## src/hdl/rbsb_pkg.sv

```systemverilog
// Shared types, constants and tables for the rigid box step unit.
// No dependencies.
package rbsb_pkg;

    localparam int TrigIterationsDefault = 16;
    localparam int ArcCount = 30;

    localparam logic [31:0] InvMassReset    = 32'd65536;
    localparam logic [31:0] InvInertiaReset = 32'd65536;
    localparam logic [30:0] HalfReset       = 31'd32768;
    localparam logic [16:0] StepReset       = 17'd1092;
    localparam logic [16:0] StepOne         = 17'd65536;
    localparam logic signed [33:0] CordicGain = 34'sd652032874;

    typedef enum logic [2:0] {
        REG_INV_MASS    = 3'd0,
        REG_INV_INERTIA = 3'd1,
        REG_HALF_WIDTH  = 3'd2,
        REG_HALF_HEIGHT = 3'd3,
        REG_TIME_STEP   = 3'd4,
        REG_START_X     = 3'd5,
        REG_START_Y     = 3'd6
    } reg_idx_t;

    // multiplier operand selects, one product per sequencer step
    typedef enum logic [3:0] {
        OP_SPIN, OP_VX, OP_VY, OP_PX, OP_PY, OP_HEAD,
        OP_HWC, OP_HHS, OP_HWS, OP_HHC
    } mul_op_t;

    typedef enum logic [3:0] {
        ST_IDLE, ST_MUL, ST_ACC, ST_CORDIC_START, ST_CORDIC,
        ST_CORNER, ST_CORNER_ACC, ST_BOUND, ST_OUT
    } state_t;

    typedef struct packed {
        logic    load;        // capture input word
        logic    mul_go;      // register a product
        mul_op_t op;
        logic    acc;         // apply product to state
        logic    cordic_init;
        logic    cordic_step;
        logic    bound;       // form corner bounds
        logic    out_load;
    } cmd_t;

    typedef struct packed {
        logic cordic_done;
    } stat_t;

    function automatic logic signed [33:0] arc(input logic [4:0] i);
        logic signed [33:0] v;
        begin
            case (i)
                5'd0: v = 34'sd536870912;  5'd1: v = 34'sd316933406;
                5'd2: v = 34'sd167458907;  5'd3: v = 34'sd85004756;
                5'd4: v = 34'sd42667331;   5'd5: v = 34'sd21354465;
                5'd6: v = 34'sd10679838;   5'd7: v = 34'sd5340245;
                5'd8: v = 34'sd2670163;    5'd9: v = 34'sd1335087;
                5'd10: v = 34'sd667544;    5'd11: v = 34'sd333772;
                5'd12: v = 34'sd166886;    5'd13: v = 34'sd83443;
                5'd14: v = 34'sd41722;     5'd15: v = 34'sd20861;
                5'd16: v = 34'sd10430;     5'd17: v = 34'sd5215;
                5'd18: v = 34'sd2608;      5'd19: v = 34'sd1304;
                5'd20: v = 34'sd652;       5'd21: v = 34'sd326;
                5'd22: v = 34'sd163;       5'd23: v = 34'sd81;
                5'd24: v = 34'sd41;        5'd25: v = 34'sd20;
                5'd26: v = 34'sd10;        5'd27: v = 34'sd5;
                5'd28: v = 34'sd3;         5'd29: v = 34'sd1;
                default: v = 34'sd0;
            endcase
            return v;
        end
    endfunction

    function automatic logic signed [31:0] sat32(input logic signed [63:0] v);
        begin
            if (v > 64'sd2147483647)
                return 32'sh7fffffff;
            else if (v < -64'sd2147483648)
                return 32'sh80000000;
            else
                return v[31:0];
        end
    endfunction

endpackage

```

## src/hdl/rbsb_ctrl.sv

```systemverilog
// Sequencer for the rigid box step unit: steps the shared multiplier,
// the CORDIC iterations and the bound phase. Uses rbsb_pkg.
module rbsb_ctrl
    import rbsb_pkg::*;
(
    input  logic  clk,
    input  logic  rst_n,
    input  logic  in_valid,
    output logic  in_ready,
    output logic  out_valid,
    input  logic  out_ready,
    input  stat_t stat,
    output cmd_t  cmd
);

    state_t  state_reg, state_next;
    mul_op_t op_reg, op_next;
    logic    out_valid_reg, out_valid_next;

    always_ff @(posedge clk or negedge rst_n)
    begin
        if (!rst_n)
        begin
            state_reg     <= ST_IDLE;
            op_reg        <= OP_SPIN;
            out_valid_reg <= 1'b0;
        end
        else
        begin
            state_reg     <= state_next;
            op_reg        <= op_next;
            out_valid_reg <= out_valid_next;
        end
    end

    assign out_valid = out_valid_reg;
    // a new word may enter while the last result still waits
    assign in_ready  = (state_reg == ST_IDLE);

    always_comb
    begin
        state_next     = state_reg;
        op_next        = op_reg;
        out_valid_next = out_valid_reg;
        cmd            = '0;
        cmd.op         = op_reg;
        if (out_valid_reg && out_ready)
            out_valid_next = 1'b0;
        case (state_reg)
            ST_IDLE:
            begin
                if (in_valid)
                begin
                    cmd.load   = 1'b1;
                    op_next    = OP_SPIN;
                    state_next = ST_MUL;
                end
            end
            ST_MUL:
            begin
                cmd.mul_go = 1'b1;
                state_next = ST_ACC;
            end
            ST_ACC:
            begin
                cmd.acc = 1'b1;
                if (op_reg == OP_HEAD)
                    state_next = ST_CORDIC_START;
                else
                begin
                    op_next    = mul_op_t'(op_reg + 4'd1);
                    state_next = ST_MUL;
                end
            end
            ST_CORDIC_START:
            begin
                cmd.cordic_init = 1'b1;
                state_next      = ST_CORDIC;
            end
            ST_CORDIC:
            begin
                cmd.cordic_step = 1'b1;
                if (stat.cordic_done)
                begin
                    op_next    = OP_HWC;
                    state_next = ST_CORNER;
                end
            end
            ST_CORNER:
            begin
                cmd.mul_go = 1'b1;
                state_next = ST_CORNER_ACC;
            end
            ST_CORNER_ACC:
            begin
                cmd.acc = 1'b1;
                if (op_reg == OP_HHC)
                    state_next = ST_BOUND;
                else
                begin
                    op_next    = mul_op_t'(op_reg + 4'd1);
                    state_next = ST_CORNER;
                end
            end
            ST_BOUND:
            begin
                cmd.bound  = 1'b1;
                state_next = ST_OUT;
            end
            ST_OUT:
            begin
                // hold until the output register is free
                if (!out_valid_reg || out_ready)
                begin
                    cmd.out_load   = 1'b1;
                    out_valid_next = 1'b1;
                    state_next     = ST_IDLE;
                end
            end
            default: state_next = ST_IDLE;
        endcase
    end

endmodule

```

## config.mk

```make
export PLATFORM = sky130hd
export DESIGN_NAME = rbsb_ctrl
export DESIGN_NICKNAME = d
export VERILOG_FILES = /design/src/hdl/rbsb_pkg.sv /design/src/hdl/rbsb_ctrl.sv
export SDC_FILE = /design/constraint.sdc
export NUM_CORES = 1
export LEC_CHECK = 0
export BUFFER_PORTS_ARGS = -buffer_cell sky130_fd_sc_hd__buf_2
export CORE_AREA = 2 2 39 41
export CTS_BUF_LIST = sky130_fd_sc_hd__clkbuf_8 sky130_fd_sc_hd__clkbuf_16
export DETAILED_ROUTE_END_ITERATION = 7
export DIE_AREA = 0 0 41 43
export PLACE_DENSITY = 0.7
export RECOVER_POWER = 25
export SLEW_MARGIN = 15
export SYNTH_ARGS = -nofsm -noshare
export SYNTH_HDL_FRONTEND = slang
export SYNTH_SLANG_ARGS = --single-unit
```

## constraint.sdc

```tcl
create_clock -name clk -period 4.2 [get_ports clk]
set_input_delay 0.21 -clock clk [delete_from_list [all_inputs] [get_ports clk]]
set_output_delay 0.21 -clock clk [all_outputs]
set_load 0.02 [all_outputs]
```

==> results of run 1 <==
==> layout make-up <==
cell class                 instances  area share
clock buffer                       3      0.0575
clock inverter                     1     0.00697
inverter                           4      0.0226
multi-input combinational         42       0.441
sequential                         9       0.314
tap                               16      0.0279
timing repair buffer              18       0.131
==> path summary, 6_finish.rpt <==
check | start | cells after the start | end | slack [ns]
min in group asynchronous | rst_n | 2 | out_valid$_DFF_PN0_ | 0.45
worst max-delay path | state_reg[1]$_DFFE_PN0P_ | 3 | cmd[0] | 2.20
worst min-delay path | out_ready | 3 | out_valid$_DFF_PN0_ | 0.27
max in group asynchronous | rst_n | 2 | op_reg[0]$_DFFE_PN0P_ | 3.41
worst min register to register | out_valid$_DFF_PN0_ | 2 | out_valid$_DFF_PN0_ | 0.52
worst max register to register | state_reg[1]$_DFFE_PN0P_ | 5 | op_reg[0]$_DFFE_PN0P_ | 2.51
==> per-layer routing <==
| layer | routed length [um] | up-vias | GRT usage |
|---|---|---|---|
| met5 | 0 | - | 0 |
| met3 | 48 | 2 | 0.0314 |
| met1 | 560 | 236 | 0.222 |
| met2 | 612 | 14 | 0.259 |
| met4 | 19 | 0 | 0.100 |
| li1 | - | 244 | - |
==> metrics by stage <==
step | util | power (mW) | cells | hold slack [ns] | setup slack (ns)
global route | 0.519 | 0.578 | 93 | 0.307 | 2.11
detailed placement | 0.479 | 0.430 | 88 | 0.0735 | 2.48
finish | 0.519 | 0.533 | 93 | 0.270 | 2.20
global placement | 0.479 | 0.425 | 88 | 0.0719 | 2.51
CTS | 0.520 | 0.537 | 93 | 0.270 | 2.21
floorplan | - | 0.374 | 58 | -0.0856 | 2.39
==> cell usage after synthesis, drive strengths merged <==
master   count  area share
o211a        1       0.030
nand2b       1       0.011
and3         1       0.011
buf          3       0.037
and2         2       0.022
o21bai       1       0.013
and2b        1       0.013
nor4         1       0.011
xor2         1       0.015
ha           2       0.043
o21ai        2       0.037
or2          1       0.011
or3b         1       0.019
nor2b        2       0.022
inv          3       0.019
nand4        2       0.022
a31oi        2       0.022
or4b         1       0.017
clkinv       1      0.0086
mux2i        1       0.017
dfrtp        9        0.39
nand2        2       0.013
nor3         3       0.026
o311ai       1       0.015
and3b        1       0.015
nor3b        3       0.039
nor2         6       0.043
mux2         2       0.045
o2bb2ai      1       0.015
==> worst min-delay path, stage by stage <==
cell and delay [ns]:
sky130_fd_sc_hd__buf_2 0.07, sky130_fd_sc_hd__nand2b_1 0.12, sky130_fd_sc_hd__nand2_1 0.06
==> power by group <==
group	switching (mW)	internal, mW	leakage, nW
logic	0.150	0.112	0.242
clock network	0.0364	0.0648	0.0255
registers	0.0533	0.115	0.118
total	0.240	0.293	0.386
==> cells by family after synthesis <==
family,share of synthesized area
AOI/OAI and AO/OA,0.132
DFF,0.389
adders and majority gates,0.0432
xor gates and xnor gates,0.0151
and+or+nand+nor,0.294
buffers and inverters,0.0648
muxes,0.0626
==> summary.log, run 1 <==
[clocking] number of buffers between clock root and the deepest sink 2
[synthesis] cell area after synthesis 579 um^2
[timing] unrepaired setup endpoints after global routing no
[drt] detailed-route wire length per cell 13.3 um
[pwr] leakage dissipation 0.386 nW
[floorplanning] core footprint 0.00138 mm^2
[setup_path] Crit path max-delay family simple AND/OR/NAND/NOR gates
[timing] Period minus WS final 2.00 ns
[timing] ratio of final minimum period to clock period 0.475
[timing] max_slew headroom 0.666
[synthesis] Seq/Total Area, Yosys 0.389
[global_route] Remaining Overflow, GRT 0
[synthesis] syn_nets 65
[synthesis] Post-Syn Instances 58
[setup_path] Worst Setup Start Kind flop
[clocking] hold buffer count at cts 1
[setup_path] CP max stage delay 0.75 ns
[clocking] TritonCTS buffer count 3
[clocking] H-tree level count 1
[clocking] count of cells resized by post-cts repair 0
[floorplanning] initial core utilization 0.419
[clocking] post-CTS repair timing setup buffer count 0
[synthesis] Mean Syn Cell Area 9.99 um^2
[timing] setup TNS 0 ns
[setup_path] signal arrival time at the worst endpoint 1.79 ns
[floorplanning] total I/O pin count 18
[timing] Setup Skew 0.00426 ns
[setup_path] worst-path cell with the longest stage delay sky130_fd_sc_hd__or4b_2
[setup_path] crit path max fanout 10
[final_layout] Non-Filler Cell Area, Final 718 um^2
[placement] quantity of I/O buffers inserted on ports 17
[global_route] pin count of the biggest net entering global routing 11
[drt] via density per instance 5.33
[global_route] global-route wire length before repair 2.06 mm
[setup_path] CP required 3.99 ns
[clocking] Clock Pin Slew Worst Setup and Hold Paths 0.05 ns
[setup_path] critical path start-end classification flop to output pin
[run] Maximum Capacitance Violations 0
[synthesis] #FFs+latches synth 9
[final_layout] total area of multi-input combinational cells 317 um^2
[timing] fin. max-slew vios 0
[floorplanning] width of the die 41 um
[drt] via count of the routed design 496
[drt] TritonRoute pass-1 iters 4
[pwr] power density normalized to cell area 742 mW/mm^2
[setup_path] chain of cells forming the critical path or4b_2 -> nor2b_1 -> buf_2
[final_layout] Filler Cell Count 140
[floorplanning] area of the die 0.00176 mm^2
[drt] final wirelength 1.24 mm
[timing] Final Hold Violating Endpoints 0
[global_route] global router's overall resource usage 0.173
[drt] post-detailed-route DRC marker count 0
[placement] global placement routability congestion 0.750
[floorplanning] cell row count 14
[final_layout] area occupied by registers 225 um^2
[timing] Slew @ Worst Pin 0.502 ns
[final_layout] Layout Area Growth over Synthesis 24.0%
[final_layout] most frequent cells in the layout sky130_fd_sc_hd__buf_2, sky130_fd_sc_hd__dfrtp_1, sky130_fd_sc_hd__nor2_1
[final_layout] final net count 85
[clocking] worst-skew pair later-pin latency 0.24 ns
[clocking] TritonCTS sink count 9
[hold_path] worst min-delay path class input port to flop
[setup_path] number of buffer and inverter instances along the worst setup path 1
[synthesis] Distinct cells, synth 33
[outcome] status finished clean
[timing] final setup vio count 0
[final_layout] most common library cell in the layout ignoring fill and taps sky130_fd_sc_hd__buf_2
[placement] cell area reported after detailed placement 663 um^2
[drt] Post-DRT Antenna Nets 0
[clocking] Root Driver sky130_fd_sc_hd__clkbuf_8
[global_route] vias in the first global route 484
[final_layout] antenna diode count 0
[placement] hpwl dp 914 um
[final_layout] layout cell share with drive strength beyond 1 0.377
[setup_path] critical path capture point type output pin
[synthesis] Synth warnings 0
[timing] Highest Clock Rate 501 MHz
[global_route] number of antenna violations at the first check in global routing 0
[floorplanning] overall die height 43 um
[pwr] peak supply drop 0.335 mV
[drt] count of routing violations after the opening detailed-route iteration 15
[clocking] clock tree from TritonCTS built
No activity file was read; power rests on OpenSTA's default activity.
==> inputs of run 2 (changes only) <==
--- a/config.mk
+++ b/config.mk
@@ -6,11 +6,11 @@
 export NUM_CORES = 1
 export LEC_CHECK = 0
 export BUFFER_PORTS_ARGS = -buffer_cell sky130_fd_sc_hd__buf_2
-export CORE_AREA = 2 2 39 41
+export CORE_MARGIN = 2
+export CORE_UTILIZATION = 43
 export CTS_BUF_LIST = sky130_fd_sc_hd__clkbuf_8 sky130_fd_sc_hd__clkbuf_16
 export DETAILED_ROUTE_END_ITERATION = 7
-export DIE_AREA = 0 0 41 43
-export PLACE_DENSITY = 0.7
+export PLACE_DENSITY = 0.72
 export RECOVER_POWER = 25
 export SLEW_MARGIN = 15
 export SYNTH_ARGS = -nofsm -noshare
==> constraint.sdc (replaced) <==
create_clock -name clk -period 1.6 [get_ports clk]
set_input_delay 0.08 -clock clk [delete_from_list [all_inputs] [get_ports clk]]
set_output_delay 0.08 -clock clk [all_outputs]
set_load 0.02 [all_outputs]
==> run 2 against run 1 <==
  * First-iteration DRC count down 53%
  * Sequential cell count unchanged
  * Combinational power rose to 3.7 times the previous value
  * Register-to-register slack got worse by 2.4 ns
  * Hold slack worse by 0.11 ns
  * Non-clock buffer count up 10
  * Setup slack lost 2.2 ns
  * Final area is 14% higher
  * Clock power rose to 2.6 times the previous value
  * Die area down 6.0%
  * Critical path type unchanged
  * Critical endpoint unchanged
  * Largest power group unchanged
==> summary.log, run 2 (same netlist as run 1, synthesis figures left out) <==
[outcome] status finished clean
[timing] setup TNS 0 ns [unchanged]
[setup_path] CP required 1.52 ns [-2.47 ns]
[floorplanning] width of the die 40.7 um [-0.72%]
[timing] unrepaired setup endpoints after global routing yes
[setup_path] chain of cells forming the critical path or4b_4 -> nor2b_1 -> buf_4
[timing] fin. max-slew vios 0 [unchanged]
[final_layout] layout cell share with drive strength beyond 1 0.483 [+0.106]
[pwr] Gate power share 0.591 [+0.098]
[global_route] pin count of the biggest net entering global routing 10 [-1]
[global_route] vias in the first global route 467 [-3.5%]
[clocking] number of buffers between clock root and the deepest sink 2 [unchanged]
[drt] final wirelength 1.32 mm [+6.7%]
[final_layout] Filler Cell Count 112 [-20%]
[drt] Post-DRT Antenna Nets 0 [unchanged]
[clocking] Clock Pin Slew Worst Setup and Hold Paths 0.04 ns [about the same]
[final_layout] Layout Area Growth over Synthesis 41.7%
[global_route] number of antenna violations at the first check in global routing 0 [unchanged]
[floorplanning] core footprint 0.00128 mm^2 [-7.1%]
[final_layout] antenna diode count 0 [unchanged]
[floorplanning] area of the die 0.00166 mm^2 [-6.0%]
[placement] Place WS 0.0885 ns [-2.39 ns]
[floorplanning] cell row count 13 [-1]
[clocking] TritonCTS buffer count 3 [unchanged]
[clocking] post-CTS repair timing setup buffer count 0 [unchanged]
[placement] hpwl dp 982 um [+7.4%]
[setup_path] CP max stage delay 0.52 ns [-0.23 ns]
[drt] via count of the routed design 525 [+5.8%]
[timing] ratio of final minimum period to clock period 0.972
[setup_path] worst-path cell with the longest stage delay sky130_fd_sc_hd__or4b_4
[final_layout] most frequent cells in the layout sky130_fd_sc_hd__buf_2, sky130_fd_sc_hd__buf_4, sky130_fd_sc_hd__dfrtp_1
[drt] post-detailed-route DRC marker count 0 [unchanged]
[pwr] relative contribution of sequential cells to total power 0.249 [-0.068]
[final_layout] area occupied by registers 228 um^2 [+1.1%]
[final_layout] number of cells in the finished layout apart from fillers 102 [+9.7%]
[timing] Hold Worst Slack 0.165 ns [-0.106 ns]
[final_layout] most common library cell in the layout ignoring fill and taps sky130_fd_sc_hd__buf_2
[pwr] Int Power 0.925 mW [+220%]
[final_layout] Finished Core Util 0.639 [+0.120]
[setup_path] critical path capture point type output pin
[clocking] H-tree level count 1 [unchanged]
[drt] detailed-route wire length per cell 13.0 um [-2.7%]
[pwr] leakage dissipation 0.439 nW [+14%]
[drt] count of routing violations after the opening detailed-route iteration 7 [-8]
[timing] final setup vio count 0 [unchanged]
[timing] Setup Skew 0.00388 ns [-0.000377 ns]
[floorplanning] overall die height 40.7 um [-5.3%]
[final_layout] Non-Filler Cell Area, Final 821 um^2 [+14%]
[setup_path] critical path start-end classification flop to output pin
[clocking] Root Driver sky130_fd_sc_hd__clkbuf_8
[final_layout] total area of multi-input combinational cells 338 um^2 [+6.7%]
[setup_path] number of buffer and inverter instances along the worst setup path 1 [unchanged]
[floorplanning] total I/O pin count 18 [unchanged]
[timing] Final Hold Violating Endpoints 0 [unchanged]
[setup_path] signal arrival time at the worst endpoint 1.48 ns [-0.31 ns]
[global_route] global-route wire length before repair 2.01 mm [-2.4%]
[global_route] Remaining Overflow, GRT 0 [unchanged]
[pwr] Tot Pwr 1.62 mW [+200%]
[timing] max_slew headroom 0.660 [-0.00546]
[placement] cell area reported after detailed placement 747 um^2 [+13%]
[pwr] switching part of the total 0.430 [-0.0206]
[pwr] switching power total 0.698 mW [+190%]
[clocking] TritonCTS sink count 9 [unchanged]
[global_route] global router's overall resource usage 0.197 [+0.0238]
[pwr] share of total power in the clock network 0.160 [-0.030]
[timing] post-route setup slack 0.0444 ns [-2.16 ns]
[run] Maximum Capacitance Violations 0 [unchanged]
[clocking] worst-skew pair later-pin latency 0.23 ns [about the same]
[timing] Period minus WS final 1.56 ns
[floorplanning] initial core utilization 0.451 [+0.0322]
[timing] Highest Clock Rate 643 MHz
[pwr] peak supply drop 1.07 mV [+220%]
[hold_path] worst min-delay path class input port to flop
[drt] via density per instance 5.15 [-3.5%]
[timing] Slew @ Worst Pin 0.510 ns [+0.00819 ns]
[placement] placed cell count 97 [+10%]
[final_layout] final net count 95 [+12%]
[setup_path] crit path max fanout 8 [-2]
[pwr] power density normalized to cell area 1980 mW/mm^2 [+170%]
[setup_path] Crit path max-delay family simple AND/OR/NAND/NOR gates
[placement] quantity of I/O buffers inserted on ports 17 [unchanged]
[clocking] clock tree from TritonCTS built
[placement] global placement routability congestion 0.812 [+8.2%]
[setup_path] Worst Setup Start Kind flop
[drt] TritonRoute pass-1 iters 4 [unchanged]
[run 2: cell count changes in the layout (fill, tap and decap cells not counted), moves of 2 or more]
| cell | before | now |
|---|---|---|
| sky130_fd_sc_hd__buf_4 | 0 | 11 |
| sky130_fd_sc_hd__clkinv_2 | 2 | 0 |
| sky130_fd_sc_hd__dfrtp_1 | 9 | 7 |
| sky130_fd_sc_hd__dfrtp_2 | 0 | 2 |
[run 2: final timing paths]
check	from	end	slack, ns	cells after the start
setup reg to reg	state_reg[3]$_DFFE_PN0P_	op_reg[0]$_DFFE_PN0P_	0.10	5
setup / recovery	state_reg[2]$_DFFE_PN0P_	cmd[0]	0.04	3
min in group asynchronous	rst_n	op_reg[1]$_DFFE_PN0P_	0.33	2
max in group asynchronous	rst_n	state_reg[3]$_DFFE_PN0P_	0.90	2
hold reg to reg	state_reg[3]$_DFFE_PN0P_	state_reg[2]$_DFFE_PN0P_	0.51	1
hold / removal	out_ready	out_valid$_DFF_PN0_	0.16	3
[run 2: per-layer routing]
metal,share of wire,up-vias,routed length (um),track usage
met5,0,-,0,0
met4,0.0091,0,12,0.125
met3,0.026,2,34,0.0326
met2,0.52,8,686,0.298
met1,0.45,253,592,0.258
li1,-,262,-,-
[run 2: layout make-up]
type	count	area share
multi-input cells	42	0.412
clock buffers	3	0.0503
well taps	15	0.0229
clock inverters	1	0.00457
repair buffers	28	0.209
flip-flops and latches	9	0.277
inverters	4	0.0244
[run 2: tightest hold or removal path: stages]
cell,delay (ns)
sky130_fd_sc_hd__buf_2,0.07
sky130_fd_sc_hd__nand2b_1,0.13
sky130_fd_sc_hd__nand2_1,0.07
[run 2: power groups by stage]
stage,logic [mW],registers [mW],clock network (mW)
2_1_floorplan,0.601,0.401,0
3_3_place_gp,0.902,0.392,0
3_5_place_dp,0.917,0.393,0
4_1_cts,0.936,0.396,0.267
5_1_grt,1.05,0.417,0.273
6_report,0.960,0.404,0.259
[run 2: what timing repair did]
action / CTS / global route
endpoints found under the setup margin: 1 / 2
hold endpoints to repair: 9 / 0
hold buffers: 1 / 0
gates resized for setup: 3 / 3
pin swaps: 0 / 0
==> inputs of run 3 (changes only) <==
--- a/config.mk
+++ b/config.mk
@@ -8,7 +8,7 @@
 export BUFFER_PORTS_ARGS = -buffer_cell sky130_fd_sc_hd__buf_2
 export CORE_MARGIN = 2
 export CORE_UTILIZATION = 43
-export CTS_BUF_LIST = sky130_fd_sc_hd__clkbuf_8 sky130_fd_sc_hd__clkbuf_16
+export CTS_BUF_LIST = sky130_fd_sc_hd__clkbuf_16
 export DETAILED_ROUTE_END_ITERATION = 7
 export PLACE_DENSITY = 0.72
 export RECOVER_POWER = 25
==> run 3 against run 2 <==
  * Combinational power up 2.4%
  * Count of clock-buffer cells in the layout unchanged
  * Critical path depth unchanged
  * Via count up 3.0%
  * Maximum frequency down 0.40%
  * Utilization up 3.2 points
  * Register-to-register slack worse by 0.02 ns
==> summary.log, run 3 (same netlist as run 1, synthesis figures left out) <==
[timing] Slew @ Worst Pin 0.528 ns [+0.0187 ns]
[drt] total routed wire length on the met1 layer 611 um [+3.2%]
[drt] met2 WL 750 um [+9.3%]
[clocking] TritonCTS sink count 9 [unchanged]
[final_layout] Layout Area Growth over Synthesis 48.8%
[timing] fin. max-slew vios 0 [unchanged]
[drt] max layer used met4
[floorplanning] overall die height 40.7 um [unchanged]
[timing] Highest Clock Rate 640 MHz [-0.40%]
[drt] detailed-route wire length per cell 13.6 um [+5.0%]
[timing] unrepaired setup endpoints after global routing no
[global_route] pin count of the biggest net entering global routing 10 [unchanged]
[global_route] number of antenna violations at the first check in global routing 0 [unchanged]
[final_layout] most frequent cells in the layout sky130_fd_sc_hd__buf_2, sky130_fd_sc_hd__buf_4, sky130_fd_sc_hd__dfrtp_1
[floorplanning] width of the die 40.7 um [unchanged]
[clocking] clock tree from TritonCTS built
[pwr] power density normalized to cell area 2120 mW/mm^2 [+7.3%]
[placement] hpwl dp 982 um [unchanged]
[outcome] status finished clean
[floorplanning] initial core utilization 0.451 [unchanged]
[drt] via density per instance 5.25 [+2.0%]
[drt] post-detailed-route DRC marker count 0 [unchanged]
[hold_path] worst min-delay path class input port to flop
[pwr] peak supply drop 1.44 mV [+35%]
[setup_path] Worst Setup Start Kind flop
[placement] quantity of I/O buffers inserted on ports 17 [unchanged]
[floorplanning] core footprint 0.00128 mm^2 [unchanged]
[timing] max_slew headroom 0.648 [-0.0124]
[setup_path] CP required 1.52 ns [about the same]
[timing] Setup Skew 0.00141 ns [-0.00247 ns]
[floorplanning] total I/O pin count 18 [unchanged]
[setup_path] signal arrival time at the worst endpoint 1.48 ns [about the same]
[clocking] number of buffers between clock root and the deepest sink 2 [unchanged]
[final_layout] final net count 96 [+1.1%]
[clocking] Root Driver sky130_fd_sc_hd__clkbuf_16
[final_layout] antenna diode count 0 [unchanged]
[drt] detailed route wirelength on metal3 33 um [-2.9%]
[final_layout] most common library cell in the layout ignoring fill and taps sky130_fd_sc_hd__buf_2
[timing] Final Hold Violating Endpoints 0 [unchanged]
[clocking] H-tree level count 1 [unchanged]
[timing] Period minus WS final 1.56 ns [+0.00622 ns]
[placement] placed cell count 97 [unchanged]
[setup_path] crit path max fanout 4 [-4]
[global_route] global router's overall resource usage 0.202 [+0.00456]
[clocking] TritonCTS buffer count 3 [unchanged]
[floorplanning] area of the die 0.00166 mm^2 [unchanged]
[run] Maximum Capacitance Violations 0 [unchanged]
[clocking] Clock Pin Slew Worst Setup and Hold Paths 0.04 ns [about the same]
[drt] count of routing violations after the opening detailed-route iteration 6 [-1]
[global_route] vias in the first global route 486 [+4.1%]
[pwr] leakage dissipation 0.459 nW [+4.6%]
[setup_path] critical path capture point type output pin
[final_layout] number of cells in the finished layout apart from fillers 103 [+0.98%]
[timing] ratio of final minimum period to clock period 0.976 [+0.00389]
[setup_path] critical path start-end classification flop to output pin
[timing] setup TNS 0 ns [unchanged]
[drt] Post-DRT Antenna Nets 0 [unchanged]
[clocking] worst-skew pair later-pin latency 0.23 ns [about the same]
[timing] final setup vio count 0 [unchanged]
[global_route] global-route wire length before repair 2.08 mm [+3.4%]
[placement] global placement routability congestion 0.812 [unchanged]
[floorplanning] cell row count 13 [unchanged]
[final_layout] layout cell share with drive strength beyond 1 0.489 [+0.00588]
[final_layout] Finished Core Util 0.671 [+0.0321]
[global_route] Remaining Overflow, GRT 0 [unchanged]
[drt] via count of the routed design 541 [+3.0%]
[drt] TritonRoute pass-1 iters 3 [-1]
[drt] final wirelength 1.40 mm [+6.0%]
## run 3: changes by cell type in the layout (fill, tap and decap cells not counted)
| cell | previous run | this run |
|---|---|---|
| sky130_fd_sc_hd__buf_4 | 11 | 12 |
| sky130_fd_sc_hd__clkbuf_16 | 0 | 3 |
| sky130_fd_sc_hd__clkbuf_8 | 3 | 0 |
## run 3: final timing paths
path / startpoint / endpoint / slack, ns / cells after the start
max reg2reg: state_reg[3]$_DFFE_PN0P_ / op_reg[0]$_DFFE_PN0P_ / 0.08 / 5
min reg2reg: state_reg[3]$_DFFE_PN0P_ / state_reg[2]$_DFFE_PN0P_ / 0.52 / 1
max in group asynchronous: rst_n / state_reg[3]$_DFFE_PN0P_ / 0.88 / 2
max: state_reg[1]$_DFFE_PN0P_ / cmd[0] / 0.04 / 3
min: out_ready / out_valid$_DFF_PN0_ / 0.17 / 3
min in group asynchronous: rst_n / op_reg[1]$_DFFE_PN0P_ / 0.33 / 2
## run 3: layout make-up
type                    instances  area [um^2]
clock inverters                 1         3.75
fillers                       106          423
clock buffers                   3         75.1
repair buffers                 29          179
flip-flops and latches          9          228
well taps                      15         18.8
multi-input cells              42          338
inverters                       4         20.0
## run 3: timing repair
action,CTS,global route
setup buffers,0,1
hold endpoints to repair,9,0
gates resized for setup,2,4
pin swaps,0,0
hold buffers,1,0
endpoints found under the setup margin,1,3
gates cloned,0,0
## run 3: metal layers
layer	vias to the layer above	track usage
li1	268	-
met1	261	0.258
met2	10	0.325
met3	2	0.0163
met4	0	0.125
met5	-	0
## run 3: metrics by stage
| step | setup slack [ns] | area [um^2] | hold WS, ns | power, mW |
|---|---|---|---|---|
| global route | 0.00477 | 862 | 0.215 | 1.94 |
| global placement | 0.0988 | 747 | -0.0554 | 1.29 |
| CTS | 0.0368 | 841 | 0.157 | 1.78 |
| detailed placement | 0.0885 | 747 | -0.0525 | 1.31 |
| floorplan | 0.00169 | 589 | -0.216 | 1.00 |
| finish | 0.0382 | 862 | 0.165 | 1.83 |
## run 3: worst max-delay path, stage by stage (launching register included)
cell,delay [ns]
sky130_fd_sc_hd__dfrtp_1,0.40
sky130_fd_sc_hd__or4b_4,0.58
sky130_fd_sc_hd__nor2b_1,0.12
sky130_fd_sc_hd__buf_4,0.15
## run 3: power by group
| part | internal, mW | total [mW] | switching, mW |
|---|---|---|---|
| Combinational | 0.464 | 0.983 | 0.519 |
| Sequential | 0.308 | 0.408 | 0.0997 |
| Clock | 0.327 | 0.437 | 0.110 |
| Total | 1.10 | 1.83 | 0.729 |
